$ cat src/tasd_pkg.sv
// Shared types, constants and helpers for the three-axis shake detector.
`timescale 1ns / 1ps
`default_nettype none
package tasd_pkg;

   localparam int SAMPLE_WIDTH = 16;
   localparam int ACC_W        = SAMPLE_WIDTH + 1;
   localparam int CMP_W        = (ACC_W > 17) ? ACC_W : 17;
   localparam int TIME_W       = 32;
   localparam int CSR_DATA_W   = 16;
   localparam int CSR_IDX_W    = 3;
   localparam int SEL_W        = 3;

   // register indexes
   localparam logic [CSR_IDX_W-1:0] CSR_THRESHOLD   = 3'd0;
   localparam logic [CSR_IDX_W-1:0] CSR_CHECK_INTVL = 3'd1;
   localparam logic [CSR_IDX_W-1:0] CSR_PEAK_HOLD   = 3'd2;
   localparam logic [CSR_IDX_W-1:0] CSR_TRIG_HOLD   = 3'd3;
   localparam logic [CSR_IDX_W-1:0] CSR_RIGHT_SEL   = 3'd4;
   localparam logic [CSR_IDX_W-1:0] CSR_FORWARD_SEL = 3'd5;
   localparam logic [CSR_IDX_W-1:0] CSR_UP_SEL      = 3'd6;

   // axis select codes
   localparam logic [SEL_W-1:0] SEL_POS_X = 3'd0;
   localparam logic [SEL_W-1:0] SEL_NEG_X = 3'd1;
   localparam logic [SEL_W-1:0] SEL_POS_Y = 3'd2;
   localparam logic [SEL_W-1:0] SEL_NEG_Y = 3'd3;
   localparam logic [SEL_W-1:0] SEL_POS_Z = 3'd4;
   localparam logic [SEL_W-1:0] SEL_NEG_Z = 3'd5;

   typedef struct packed {
      logic [15:0]      threshold;
      logic [15:0]      sample_gap;
      logic [15:0]      peak_hold_time;
      logic [15:0]      trigger_holdoff;
      logic [SEL_W-1:0] right_sel;
      logic [SEL_W-1:0] forward_sel;
      logic [SEL_W-1:0] up_sel;
   } tasd_cfg_type;

   localparam tasd_cfg_type CFG_RESET = '{
      threshold:       16'd8000,
      sample_gap:      16'd20,
      peak_hold_time:  16'd300,
      trigger_holdoff: 16'd500,
      right_sel:       SEL_POS_X,
      forward_sel:     SEL_POS_Y,
      up_sel:          SEL_POS_Z
   };

   typedef struct packed {
      logic pos;
      logic neg;
   } tasd_evt_type;

   // signed axis remap; unused codes read as zero
   function automatic logic signed [ACC_W-1:0] pick_axis(
      input logic [SEL_W-1:0]               sel,
      input logic signed [SAMPLE_WIDTH-1:0] ax,
      input logic signed [SAMPLE_WIDTH-1:0] ay,
      input logic signed [SAMPLE_WIDTH-1:0] az
   );
      logic signed [ACC_W-1:0] x_ext;
      logic signed [ACC_W-1:0] y_ext;
      logic signed [ACC_W-1:0] z_ext;
      logic signed [ACC_W-1:0] res;
      x_ext = ACC_W'(ax);
      y_ext = ACC_W'(ay);
      z_ext = ACC_W'(az);
      case (sel)
         SEL_POS_X: res = x_ext;
         SEL_NEG_X: res = -x_ext;
         SEL_POS_Y: res = y_ext;
         SEL_NEG_Y: res = -y_ext;
         SEL_POS_Z: res = z_ext;
         SEL_NEG_Z: res = -z_ext;
         default:   res = '0;
      endcase
      return res;
   endfunction

endpackage
`default_nettype wire

$ cat src/tasd_req_if.sv
// Request channel: timestamped three-axis sample.
`timescale 1ns / 1ps
`default_nettype none
interface tasd_req_if import tasd_pkg::*; ();
   logic                           valid;
   logic                           ready;
   logic [TIME_W-1:0]              time_ms;
   logic signed [SAMPLE_WIDTH-1:0] accel_x;
   logic signed [SAMPLE_WIDTH-1:0] accel_y;
   logic signed [SAMPLE_WIDTH-1:0] accel_z;

   modport source (output valid, time_ms, accel_x, accel_y, accel_z, input ready);
   modport sink   (input valid, time_ms, accel_x, accel_y, accel_z, output ready);
endinterface
`default_nettype wire

$ cat src/tasd_rsp_if.sv
// Response channel: gate flag and directional shake events.
`timescale 1ns / 1ps
`default_nettype none
interface tasd_rsp_if import tasd_pkg::*; ();
   logic valid;
   logic ready;
   logic sample_taken;
   logic shake_right;
   logic shake_left;
   logic shake_forward;
   logic shake_back;
   logic shake_up;
   logic shake_down;

   modport source (output valid, sample_taken, shake_right, shake_left, shake_forward,
                   shake_back, shake_up, shake_down, input ready);
   modport sink   (input valid, sample_taken, shake_right, shake_left, shake_forward,
                   shake_back, shake_up, shake_down, output ready);
endinterface
`default_nettype wire

$ cat src/three_axis_shake_detector_unit.sv
// A request enters the input register, then the response register once free.
// Throughput: one request per cycle unless rsp ready stalls; each register
//   holds one entry, so a request is taken while a finished response waits.
// Per-request work (interval gate, remap, three axis units) sits between them.
// Reset (synchronous, active high) empties both stages, restores register
//   defaults and zeroes the sample time, peaks, peak times and event times.
`timescale 1ns / 1ps
`default_nettype none
module three_axis_shake_detector_unit import tasd_pkg::*; (
   input  wire logic                  clock,
   input  wire logic                  reset,
   tasd_req_if.sink                   req_bus,
   tasd_rsp_if.source                 rsp_bus,
   input  wire logic                  csr_wr_en,
   input  wire logic [CSR_IDX_W-1:0]  csr_index,
   input  wire logic [CSR_DATA_W-1:0] csr_wdata
);

   tasd_cfg_type cfg;

   tasd_cfg u_cfg (
      .clock     (clock),
      .reset     (reset),
      .csr_wr_en (csr_wr_en),
      .csr_index (csr_index),
      .csr_wdata (csr_wdata),
      .cfg       (cfg)
   );

   // ---- input register --------------------------------------------------
   logic                           in_valid_ff, in_valid_in;
   logic [TIME_W-1:0]              in_time_ff;
   logic signed [SAMPLE_WIDTH-1:0] in_ax_ff, in_ay_ff, in_az_ff;

   // ---- response register -----------------------------------------------
   logic       rsp_valid_ff, rsp_valid_in;
   logic       rsp_taken_ff;
   logic [5:0] rsp_shake_ff;

   logic [TIME_W-1:0] last_sample_ff, last_sample_in;

   logic req_fire;
   logic out_free;   // response register can take a new result
   logic advance;    // input register moves into the response register
   logic gate_pass;  // far enough from the last taken sample
   logic step;       // state update for a taken sample

   logic signed [ACC_W-1:0] acc_right, acc_forward, acc_up;
   tasd_evt_type            evt_right, evt_forward, evt_up;

   assign out_free        = !rsp_valid_ff || rsp_bus.ready;
   assign advance         = in_valid_ff && out_free;
   assign req_bus.ready   = !in_valid_ff || out_free;
   assign req_fire        = req_bus.valid && req_bus.ready;

   assign gate_pass = (in_time_ff - last_sample_ff) >= TIME_W'(cfg.sample_gap);
   assign step      = advance && gate_pass;

   assign acc_right   = pick_axis(cfg.right_sel,   in_ax_ff, in_ay_ff, in_az_ff);
   assign acc_forward = pick_axis(cfg.forward_sel, in_ax_ff, in_ay_ff, in_az_ff);
   assign acc_up      = pick_axis(cfg.up_sel,      in_ax_ff, in_ay_ff, in_az_ff);

   tasd_axis u_axis_right (
      .clock   (clock),
      .reset   (reset),
      .enable  (step),
      .time_ms (in_time_ff),
      .acc     (acc_right),
      .cfg     (cfg),
      .evt     (evt_right)
   );

   tasd_axis u_axis_forward (
      .clock   (clock),
      .reset   (reset),
      .enable  (step),
      .time_ms (in_time_ff),
      .acc     (acc_forward),
      .cfg     (cfg),
      .evt     (evt_forward)
   );

   tasd_axis u_axis_up (
      .clock   (clock),
      .reset   (reset),
      .enable  (step),
      .time_ms (in_time_ff),
      .acc     (acc_up),
      .cfg     (cfg),
      .evt     (evt_up)
   );

   always_comb begin
      in_valid_in    = req_fire ? 1'b1 : (advance ? 1'b0 : in_valid_ff);
      rsp_valid_in   = advance ? 1'b1 : (rsp_bus.ready ? 1'b0 : rsp_valid_ff);
      last_sample_in = step ? in_time_ff : last_sample_ff;
   end

   // control and detector state
   always_ff @(posedge clock) begin
      if (reset) begin
         in_valid_ff    <= 1'b0;
         rsp_valid_ff   <= 1'b0;
         last_sample_ff <= '0;
      end else begin
         in_valid_ff    <= in_valid_in;
         rsp_valid_ff   <= rsp_valid_in;
         last_sample_ff <= last_sample_in;
      end
   end

   // payload, no reset
   always_ff @(posedge clock) begin
      if (req_fire) begin
         in_time_ff <= req_bus.time_ms;
         in_ax_ff   <= req_bus.accel_x;
         in_ay_ff   <= req_bus.accel_y;
         in_az_ff   <= req_bus.accel_z;
      end
      if (advance) begin
         rsp_taken_ff <= gate_pass;
         rsp_shake_ff <= {evt_right.pos, evt_right.neg, evt_forward.pos,
                          evt_forward.neg, evt_up.pos, evt_up.neg};
      end
   end

   assign rsp_bus.valid         = rsp_valid_ff;
   assign rsp_bus.sample_taken  = rsp_taken_ff;
   assign rsp_bus.shake_right   = rsp_shake_ff[5];
   assign rsp_bus.shake_left    = rsp_shake_ff[4];
   assign rsp_bus.shake_forward = rsp_shake_ff[3];
   assign rsp_bus.shake_back    = rsp_shake_ff[2];
   assign rsp_bus.shake_up      = rsp_shake_ff[1];
   assign rsp_bus.shake_down    = rsp_shake_ff[0];

`ifndef ASSERT_OFF
   // a gated sample never reports an event
   a_gated_quiet: assert property (@(posedge clock) disable iff (reset)
      rsp_valid_ff && !rsp_taken_ff |-> rsp_shake_ff == '0)
      else $error("event on gated sample");

   // at most one direction per axis
   a_one_dir: assert property (@(posedge clock) disable iff (reset)
      rsp_valid_ff |-> !(rsp_shake_ff[5] && rsp_shake_ff[4]) &&
                       !(rsp_shake_ff[3] && rsp_shake_ff[2]) &&
                       !(rsp_shake_ff[1] && rsp_shake_ff[0]))
      else $error("both directions on one axis");

   // a gated sample leaves the last sample time alone
   a_gate_holds: assert property (@(posedge clock) disable iff (reset)
      advance && !gate_pass |=> $stable(last_sample_ff))
      else $error("last sample time moved on gated sample");

   // both stages come out of reset empty
   a_reset_empty: assert property (@(posedge clock)
      reset |=> !in_valid_ff && !rsp_valid_ff)
      else $error("stage valid after reset");
`endif

endmodule
`default_nettype wire

$ cat src/tasd_cfg.sv
// Configuration register file.
`timescale 1ns / 1ps
`default_nettype none
module tasd_cfg import tasd_pkg::*; (
   input  wire logic                  clock,
   input  wire logic                  reset,
   input  wire logic                  csr_wr_en,
   input  wire logic [CSR_IDX_W-1:0]  csr_index,
   input  wire logic [CSR_DATA_W-1:0] csr_wdata,
   output tasd_cfg_type               cfg
);

   tasd_cfg_type cfg_ff;
   tasd_cfg_type cfg_in;

   always_comb begin
      cfg_in = cfg_ff;
      if (csr_wr_en) begin
         case (csr_index)
            CSR_THRESHOLD:   cfg_in.threshold       = csr_wdata;
            CSR_CHECK_INTVL: cfg_in.sample_gap      = csr_wdata;
            CSR_PEAK_HOLD:   cfg_in.peak_hold_time  = csr_wdata;
            CSR_TRIG_HOLD:   cfg_in.trigger_holdoff = csr_wdata;
            CSR_RIGHT_SEL:   cfg_in.right_sel       = csr_wdata[SEL_W-1:0];
            CSR_FORWARD_SEL: cfg_in.forward_sel     = csr_wdata[SEL_W-1:0];
            CSR_UP_SEL:      cfg_in.up_sel          = csr_wdata[SEL_W-1:0];
            default: ;  // unmapped index, dropped
         endcase
      end
   end

   always_ff @(posedge clock) begin
      if (reset) begin
         cfg_ff <= CFG_RESET;
      end else begin
         cfg_ff <= cfg_in;
      end
   end

   assign cfg = cfg_ff;

endmodule
`default_nettype wire

$ cat src/tasd_axis.sv
// Per-axis peak tracking and swing detection.
`timescale 1ns / 1ps
`default_nettype none
module tasd_axis import tasd_pkg::*; (
   input  wire logic                    clock,
   input  wire logic                    reset,
   input  wire logic                    enable,
   input  wire logic [TIME_W-1:0]       time_ms,
   input  wire logic signed [ACC_W-1:0] acc,
   input  wire tasd_cfg_type            cfg,
   output tasd_evt_type                 evt
);

   logic signed [ACC_W-1:0] peak_value_ff, peak_value_in;
   logic [TIME_W-1:0]       peak_time_ff, peak_time_in;
   logic [TIME_W-1:0]       last_event_ff, last_event_in;

   logic [ACC_W-1:0]  mag;
   logic [TIME_W-1:0] peak_age;
   logic [TIME_W-1:0] event_age;
   logic              qualify;
   logic              stale;
   logic              acc_pos, acc_neg, peak_pos, peak_neg;
   logic              same_sign;
   logic              refresh;
   logic              fire;

   always_comb begin
      mag       = acc[ACC_W-1] ? ACC_W'(-acc) : ACC_W'(acc);
      qualify   = CMP_W'(mag) >= CMP_W'(cfg.threshold);
      peak_age  = time_ms - peak_time_ff;
      event_age = time_ms - last_event_ff;
      stale     = peak_age > TIME_W'(cfg.peak_hold_time);
      acc_neg   = acc[ACC_W-1];
      acc_pos   = !acc[ACC_W-1] && (acc != '0);
      peak_neg  = peak_value_ff[ACC_W-1];
      peak_pos  = !peak_value_ff[ACC_W-1] && (peak_value_ff != '0);
      same_sign = (acc_pos == peak_pos) && (acc_neg == peak_neg);
      refresh   = enable && qualify && (stale || same_sign);
      // swing against an opposite peak, outside the hold-off window
      fire      = enable && qualify && !(stale || same_sign) &&
                  (event_age >= TIME_W'(cfg.trigger_holdoff));

      peak_value_in = refresh ? acc : peak_value_ff;
      peak_time_in  = refresh ? time_ms : peak_time_ff;
      last_event_in = fire ? time_ms : last_event_ff;

      evt.pos = fire && peak_pos;
      evt.neg = fire && !peak_pos;  // zero peak counts as negative-first
   end

   always_ff @(posedge clock) begin
      if (reset) begin
         peak_value_ff <= '0;
         peak_time_ff  <= '0;
         last_event_ff <= '0;
      end else begin
         peak_value_ff <= peak_value_in;
         peak_time_ff  <= peak_time_in;
         last_event_ff <= last_event_in;
      end
   end

endmodule
`default_nettype wire

$ cat src/flat_wrapper.sv
// flat-port wrapper written by rule: the top's interface ports become plain ports
module three_axis_shake_detector_unit_flat import tasd_pkg::*;
  (clock, reset, csr_wr_en, csr_index, csr_wdata, req_bus_valid, req_bus_time_ms, req_bus_accel_x, req_bus_accel_y, req_bus_accel_z, req_bus_ready, rsp_bus_valid, rsp_bus_sample_taken, rsp_bus_shake_right, rsp_bus_shake_left, rsp_bus_shake_forward, rsp_bus_shake_back, rsp_bus_shake_up, rsp_bus_shake_down, rsp_bus_ready);
  tasd_req_if req_bus_i ();
  tasd_rsp_if rsp_bus_i ();
  input  wire logic clock;
  input  wire logic reset;
  input  wire logic csr_wr_en;
  input  wire logic [CSR_IDX_W-1:0] csr_index;
  input  wire logic [CSR_DATA_W-1:0] csr_wdata;
  input wire logic [$bits(req_bus_i.valid)-1:0] req_bus_valid;
  input wire logic [$bits(req_bus_i.time_ms)-1:0] req_bus_time_ms;
  input wire logic [$bits(req_bus_i.accel_x)-1:0] req_bus_accel_x;
  input wire logic [$bits(req_bus_i.accel_y)-1:0] req_bus_accel_y;
  input wire logic [$bits(req_bus_i.accel_z)-1:0] req_bus_accel_z;
  output wire logic [$bits(req_bus_i.ready)-1:0] req_bus_ready;
  output wire logic [$bits(rsp_bus_i.valid)-1:0] rsp_bus_valid;
  output wire logic [$bits(rsp_bus_i.sample_taken)-1:0] rsp_bus_sample_taken;
  output wire logic [$bits(rsp_bus_i.shake_right)-1:0] rsp_bus_shake_right;
  output wire logic [$bits(rsp_bus_i.shake_left)-1:0] rsp_bus_shake_left;
  output wire logic [$bits(rsp_bus_i.shake_forward)-1:0] rsp_bus_shake_forward;
  output wire logic [$bits(rsp_bus_i.shake_back)-1:0] rsp_bus_shake_back;
  output wire logic [$bits(rsp_bus_i.shake_up)-1:0] rsp_bus_shake_up;
  output wire logic [$bits(rsp_bus_i.shake_down)-1:0] rsp_bus_shake_down;
  input wire logic [$bits(rsp_bus_i.ready)-1:0] rsp_bus_ready;
  assign req_bus_i.valid = req_bus_valid;
  assign req_bus_i.time_ms = req_bus_time_ms;
  assign req_bus_i.accel_x = req_bus_accel_x;
  assign req_bus_i.accel_y = req_bus_accel_y;
  assign req_bus_i.accel_z = req_bus_accel_z;
  assign req_bus_ready = req_bus_i.ready;
  assign rsp_bus_valid = rsp_bus_i.valid;
  assign rsp_bus_sample_taken = rsp_bus_i.sample_taken;
  assign rsp_bus_shake_right = rsp_bus_i.shake_right;
  assign rsp_bus_shake_left = rsp_bus_i.shake_left;
  assign rsp_bus_shake_forward = rsp_bus_i.shake_forward;
  assign rsp_bus_shake_back = rsp_bus_i.shake_back;
  assign rsp_bus_shake_up = rsp_bus_i.shake_up;
  assign rsp_bus_shake_down = rsp_bus_i.shake_down;
  assign rsp_bus_i.ready = rsp_bus_ready;
  three_axis_shake_detector_unit u_core (.clock(clock), .reset(reset), .req_bus(req_bus_i), .rsp_bus(rsp_bus_i), .csr_wr_en(csr_wr_en), .csr_index(csr_index), .csr_wdata(csr_wdata));
endmodule
$ cat config.mk
export PLATFORM = sky130hd
export DESIGN_NAME = three_axis_shake_detector_unit_flat
export DESIGN_NICKNAME = d
export VERILOG_FILES = /design/src/tasd_pkg.sv /design/src/tasd_req_if.sv /design/src/tasd_rsp_if.sv /design/src/three_axis_shake_detector_unit.sv /design/src/tasd_cfg.sv /design/src/tasd_axis.sv /design/src/flat_wrapper.sv
export SDC_FILE = /design/constraint.sdc
export NUM_CORES = 2
export LEC_CHECK = 0
export BUFFER_PORTS_ARGS = -buffer_cell sky130_fd_sc_hd__clkbuf_2
export CORE_MARGIN = 3
export CORE_UTILIZATION = 30
export DETAILED_ROUTE_END_ITERATION = 7
export SLEW_MARGIN = 20
export SYNTH_ARGS = -nofsm -noshare
export SYNTH_HDL_FRONTEND = slang
export SYNTH_SLANG_ARGS = --single-unit
export TNS_END_PERCENT = 50
$ cat constraint.sdc
create_clock -name clock -period 11.7 [get_ports clock]
set_input_delay 1.17 -clock clock [delete_from_list [all_inputs] [get_ports clock]]
set_output_delay 1.17 -clock clock [all_outputs]
set_load 0.01 [all_outputs]
[Yosys cells after proc, flatten, opt, wreduce, memory -nomap -nowiden]
Index checks and enable logic that the tools add are counted.
Word-level totals
  bits in registers: 437
  input port bits: 104
  output and inout bits: 9
  logic and storage cells: 153
Operators by class
  add/sub/neg operators: 13
  order comparisons: 10
  equal/unequal tests: 27
  multiplexer cells: 10
  reductions and logical operators: 68
Operator list (count)
  case mux 17 bit (6 select lines): 3
  subtractor 32 bit: 7
  greater-or-equal comparator 32 x 16 -> 1 bit: 4
  nonzero test 17 bit: 6
  greater-than comparator 32 x 16 -> 1 bit: 3
  greater-or-equal comparator 17 x 16 -> 1 bit: 3
  two-way mux 17 bit: 3
  negation 16 -> 17 bit: 3
  negation 17 bit: 3
  logical AND 1 bit: 30
  equality test 3 bit, second input constant: 9
  equality test 3 x 2 -> 1 bit, second input constant: 8
  logical NOT 1 bit: 14
  AND reduction 2 bit: 7
  equality test 3 x 1 -> 1 bit, second input constant: 4
  logical NOT 3 bit: 4
  equality test 1 bit: 6
  logical OR 1 bit: 5
  two-way mux 1 bit: 4
  nonzero test 2 bit: 2

[Logic depth before layout (Yosys ltp)]
  depth in word-level cells: 11
  gate-level depth with buffers: 29
  mapped depth without buffers: 27

[Cells and area by module]
From an unflattened synthesis, not the netlist that was laid out.
Unflattened totals
  cell total of the unflattened synthesis: 5176
  area total of the unflattened synthesis: 40451.3 µm²
By module, submodules not included
  tasd_axis at u_core.u_axis_right ...: times used 2, cells an instance 1187, area an instance 9003.6 µm²
  three_axis_shake_detector_unit: times used 1, cells an instance 1220, area an instance 9963.3 µm²
  tasd_axis at u_core.u_axis_forward: times used 1, cells an instance 1304, area an instance 9502.9 µm²
  tasd_cfg: times used 1, cells an instance 278, area an instance 2977.9 µm²

[Least setup slack after synthesis]
OpenSTA, ideal clock, no wires.
  kind: flip-flop to flip-flop
  start: reg u_core.in_time_ff[0]
  end: reg u_core.u_axis_forward.peak_value_ff[0]
  library setup time: 91 ps
  arrival: 5757 ps
  required time: 11609 ps
  slack: 5852 ps
  stages on the path, launching flop included: 23
  cell sequence: edfxtp_1 > inv_1 > ha_1 > inv_1 > fa_1 > a211oi_1 > nor2_1 > o311ai_0 > nand3_1 > xor2_1 > ha_1 > and2_1 > a2111oi_0 > nand4b_1 > or4_1 > nor4_1 > o221ai_1 > or4bb_1 > or4_1 > and2_1 > clkbuf_1 > buf_1 > a311oi_1
On the way
  cells in the longest elaborated chain, start to end: 5
RTL lines
  start: declaration: line three_axis_shake_detector_unit.sv:32  | logic [TIME_W-1:0] in_time_ff;
  start signal: assignment: line three_axis_shake_detector_unit.sv:115  | in_time_ff <= req_bus.time_ms;
  subtractor 32 bit: line three_axis_shake_detector_unit.sv:56  | assign gate_pass = (in_time_ff - last_sample_ff) >= TIME_W'(cfg.sample_gap);
  greater-or-equal comparator 32 x 16 -> 1 bit: line three_axis_shake_detector_unit.sv:56
  logical AND 1 bit: line three_axis_shake_detector_unit.sv:57  | assign step = advance && gate_pass;
  logical AND 1 bit: line tasd_axis.sv:39  | refresh = enable && qualify && (stale || same_sign);
  logical AND 1 bit (*): line tasd_axis.sv:39
  end signal: assignment: line tasd_axis.sv:58  | peak_value_ff <= peak_value_in;
  end: declaration: line tasd_axis.sv:14  | logic signed [ACC_W-1:0] peak_value_ff, peak_value_in;
Every way passes the cells marked *; elsewhere a longest branch is shown, timed or not.
A chain may end at the register's enable or synchronous reset.

[Worst setup path after layout]
  start: reg u_core.in_time_ff[6]
  end: reg u_core.u_axis_up.last_event_ff[31]
On the way
  cells in the longest elaborated chain, start to end: 6
RTL lines
  subtractor 32 bit, on equally long branches: line three_axis_shake_detector_unit.sv:56, tasd_axis.sv:31
  greater-or-equal comparator 32 x 16 -> 1 bit or greater-than comparator 32 x 16 -> 1 bit (tied branches): line three_axis_shake_detector_unit.sv:56, tasd_axis.sv:33
  logical AND 1 bit or logical OR 1 bit (tied branches): line three_axis_shake_detector_unit.sv:57, tasd_axis.sv:41
  logical AND 1 bit or logical NOT 1 bit (tied branches): line tasd_axis.sv:41  | fire = enable && qualify && !(stale || same_sign) &&
  logical AND 1 bit: line tasd_axis.sv:41
  logical AND 1 bit (*): line tasd_axis.sv:41
  end signal: assignment: line tasd_axis.sv:60  | last_event_ff <= last_event_in;
  end: declaration: line tasd_axis.sv:16  | logic [TIME_W-1:0] last_event_ff, last_event_in;
Marks and branches as above.

==> key figures <==
Yosys
  – Main synth FF type: dfxtp_1
  – Net Count, Synth: 5,436
  – Number of flops mapped to enable cells by yosys: 87
  – Post-synthesis compound-gate area fraction: about a quarter
  – Largest family of logic cells by synthesized area: compound AO/OA/AOI/OAI gates
  – Syn_area_per_cell: between 7 and 8 um2
  – Post-Synth Adder-Cell Area: 12.6%
  – Register area share after synthesis: 24.6%
  – Post-synthesis register bit count: roughly 440
  – Async SR Flop Fraction: 0%
  – Multiplexer area fraction after synthesis: 5.64%
  – Number of distinct library cells after synthesis: 107
  – Post-Synth Simple-Gate Area: a little under a quarter
  – XOR/XNOR Fraction of Synth Area: under 10%
  – Cells after Synth: ~4,900
  – Warning count from the yosys run: 0
  – Cell Area, Synth: 39,100 um2

Place
  – Dpl cells: about 6,600
  – Placer Congestion: between 0.9 and 1
  – IO Port Bufs: 112
  – Detailed-placement wirelength estimate: approximately 110 mm

Global routing
  – GRT met1 Usage: between 20% and 30%
  – Met2 usage: between 30% and 40%
  – Routing usage on met3: between 2 and 3%
  – Vias in the first global route: around 35,000
  – Total global routing track utilization: between 20% and 30%
  – Largest net degree at the start of global routing: approximately 130
  – Initial antenna violation count: 6
  – Top Usage Layer GRT: met2
  – First-pass GRT wire length: 215 mm
  – Total gr overflow: 0

Power
  – Power Density: approximately 120 nW/um2
  – Pleak: about 16 nW
  – Peak VDD IR: 118 uV

Routing
  – TritonRoute pass-1 iters: 6
  – Total number of vias: between 30,000 and 40,000
  – Wire per inst: 21.2 um
  – Total Wirelength: around 140 mm
  – Post-route DRC: 0
  – Vias per cell: between 5 and 6
  – Remaining antenna violation count: 0
  – Initial detailed-routing violation count: 3,462

Die
  – Chip height: around 370 um
  – Die width: 367 um
  – Die area: between 100,000 and 150,000 um2
  – IO Pins: between 100 and 150
  – Cell Rows: ~130
  – Core Region: around 130,000 um2
  – Initial core utilization: about 30%

CTS
  – Setup repair bufs after CTS: 0
  – # clock sinks: ~440
  – Worst-skew pair later-pin latency: 690 ps
  – CTS Buf Count: 55
  – Clock slew at reported path FFs: ~70 ps
  – # H-tree levels: 2
  – Clk buf depth: 3
  – CTS tree: built
  – CTS Hold Bufs: 0
  – Clk root buf: clkbuf_16
  – Post-CTS resize count: 0

Layout
  – Layout cells sized above 1: 7.57%
  – Most frequent cells in the layout: 466 x a21oi_1, 406 x nand2_1, 383 x ha_1, 359 x inv_1, 350 x dfxtp_1
  – Most common cell after layout, fill and taps aside: a21oi_1
  – ANT cells: 0
  – Nets: roughly 5,400
  – Filler cells: 13,500
  – Layout area overhead: 10.6%
  – Layout Cells excl Fill: between 6,000 and 7,000

STA
  – Post-layout min period: ~7500 ps
  – Setup-failing EPs final: 0
  – Worst setup skew after layout: about 64 ps
  – Slew HR: about a fifth
  – Slew at the pin closest to its max-slew limit: between 1000 and 1500 ps
  – Max Clock Freq: roughly 0.13 GHz
  – RSZ-0062 raised after global routing: false
  – Fin. max-slew vios: 0
  – Period utilization: 63.7%
  – Final-report hold violation count: 0
  – Setup TNS: 0 ps

Critical path
  – CP required: between 10,000 and 15,000 ps
  – Critical Path Fanout Max: 74
  – Worst Setup Start Kind: flip-flop
  – R2r worst-path depth: 19
  – Reg2reg end: u_core.u_axis_up.last_event_ff[31]
  – CP arrival: roughly 8000 ps
  – Kind of critical path: flip-flop to flip-flop
  – Reg-to-reg startpoint: u_core.in_time_ff[6]
  – Flop2flop setup slack: about 4200 ps
  – Crit end category: flip-flop

Worst hold path
  – Min-delay src: u_core.u_cfg.cfg[59]
  – Worst hold path cell count: 2
  – Hold crit path type: flip-flop to flip-flop
  – Worst Hold End: u_core.u_cfg.cfg[59]

Job
  – Max_cap viols: 0

Outcome
  – Status: completed
[sequential cells by signal, indices dropped and copies added (netlist names)]
name,count
u_core.rsp_bus.sample_taken,1
u_core.in_time_ff,32
u_core.in_valid_ff,1
u_core.u_axis_right.peak_value_ff,17
u_core.rsp_bus.valid,1
u_core.u_axis_forward.last_event_ff,32
u_core.u_cfg.cfg,73
u_core.u_axis_up.peak_time_ff,32
u_core.in_ax_ff,16
u_core.u_axis_forward.peak_time_ff,32
u_core.last_sample_ff,32
u_core.u_axis_right.peak_time_ff,32
u_core.rsp_shake_ff,6
u_core.u_axis_forward.peak_value_ff,17
u_core.u_axis_right.last_event_ff,32
u_core.in_az_ff,16
u_core.u_axis_up.last_event_ff,32
u_core.u_axis_up.peak_value_ff,17
u_core.in_ay_ff,16
[stage by stage]
step	instance area (um2)	worst slack [ps]	hold slack, ps	total power, mW	utilization [%]
6_report	43200	4250	454	5.07	33.7
5_1_grt	43200	3860	471	5.34	33.7
4_1_cts	43200	4120	454	5.09	33.6
3_5_place_dp	41200	4160	446	3.23	32.1
3_3_place_gp	41200	3700	442	3.21	32.1
2_1_floorplan	39100	5850	436	2.79	-
[cells by family (layout without fill, tap and decap cells)]
family	after synthesis	after routing
AO/OA/AOI/OAI	1404	1404
flip-flops	437	437
AND/OR/NAND/NOR	1673	1673
buffers and inverters	620	642
XOR/XNOR	201	201
multiplexers	217	217
adder cells (fa/ha/maj)	390	390
[worst max path at each step]
stage / slack, ps / end / cells after the start / from
2_1_floorplan: 5850 / u_core.u_axis_forward.peak_value_ff[0] / 22 / u_core.in_time_ff[0]
3_3_place_gp: 3700 / u_core.u_axis_up.last_event_ff[27] / 22 / u_core.in_time_ff[0]
3_5_place_dp: 4160 / u_core.u_axis_up.last_event_ff[14] / 22 / u_core.in_time_ff[0]
4_1_cts: 4120 / u_core.u_axis_up.last_event_ff[14] / 22 / u_core.in_time_ff[0]
5_1_grt: 3860 / u_core.u_axis_up.last_event_ff[24] / 22 / u_core.in_time_ff[0]
6_report: 4250 / u_core.u_axis_up.last_event_ff[31] / 19 / u_core.in_time_ff[6]
[critical path, stage by stage (launching register included)]
cell,delay [ps]
edfxtp_1,860
ha_1,430
a21o_1,200
or3_1,320
o211ai_1,310
a31oi_1,290
xor2_1,220
ha_1,340
and2_1,180
a2111oi_0,390
nand4b_1,130
or4_1,410
nor4_1,180
o221ai_1,150
or4bb_1,570
or4_1,620
nand2_2,120
buf_4,650
or4b_4,660
mux2i_1,250
[synth_stat cells (all sizes together), types with 15 or more instances]
cell type | instances | share of area, %
a22oi | 21 | 0.40
and3 | 32 | 0.51
a221oi | 23 | 0.59
or3 | 29 | 0.46
mux2 | 27 | 0.78
a2111oi | 32 | 0.80
clkbuf | 207 | 2.0
o32ai | 16 | 0.36
a21o | 106 | 2.0
nor2 | 268 | 2.6
a211oi | 81 | 1.6
a31oi | 53 | 0.85
o211ai | 46 | 0.90
nand4 | 75 | 1.2
or4 | 19 | 0.38
a311oi | 28 | 0.64
dfxtp | 350 | 18
a211o | 29 | 0.65
buf | 53 | 0.98
o21a | 55 | 1.1
o21ai | 221 | 2.8
o31ai | 23 | 0.44
a21oi | 467 | 6.0
nand3 | 152 | 2.0
nand2b | 225 | 3.6
nand3b | 15 | 0.29
ha | 383 | 12
xnor2 | 126 | 2.8
inv | 359 | 3.4
o21bai | 28 | 0.54
or2 | 23 | 0.37
nor2b | 80 | 1.3
nor3b | 31 | 0.61
nor3 | 141 | 1.8
and2 | 34 | 0.54
nand2 | 407 | 3.9
nor4 | 75 | 1.4
xor2 | 75 | 1.7
edfxtp | 87 | 6.7
mux2i | 190 | 4.9
[power breakdown]
part / leakage, nW / internal (mW) / switching [mW]
Combinational: 11.7 / 0.597 / 0.964
Sequential: 3.69 / 1.61 / 0.0614
Clock: 0.937 / 1.09 / 0.756
[final cells by class]
cell class                      instances  area (um2)  area share, %
Multi-Input combinational cell       3885       27100           62.6
Clock buffer                           75        1570           3.64
Sequential cell                       437        9620           22.2
Tap cell                             1729        2160           5.00
Timing Repair Buffer                  179        1080           2.50
Inverter                              360        1350           3.12
Clock inverter                         28         403          0.932
[per-layer routing]
metal / vias to the layer above / part of all wire [%]
met5: - / 0
met4: 0 / 4.8
met3: 314 / 6.0
met2: 1411 / 45
met1: 17800 / 44
li1: 18100 / -
No activity file was read; power rests on OpenSTA's default activity.
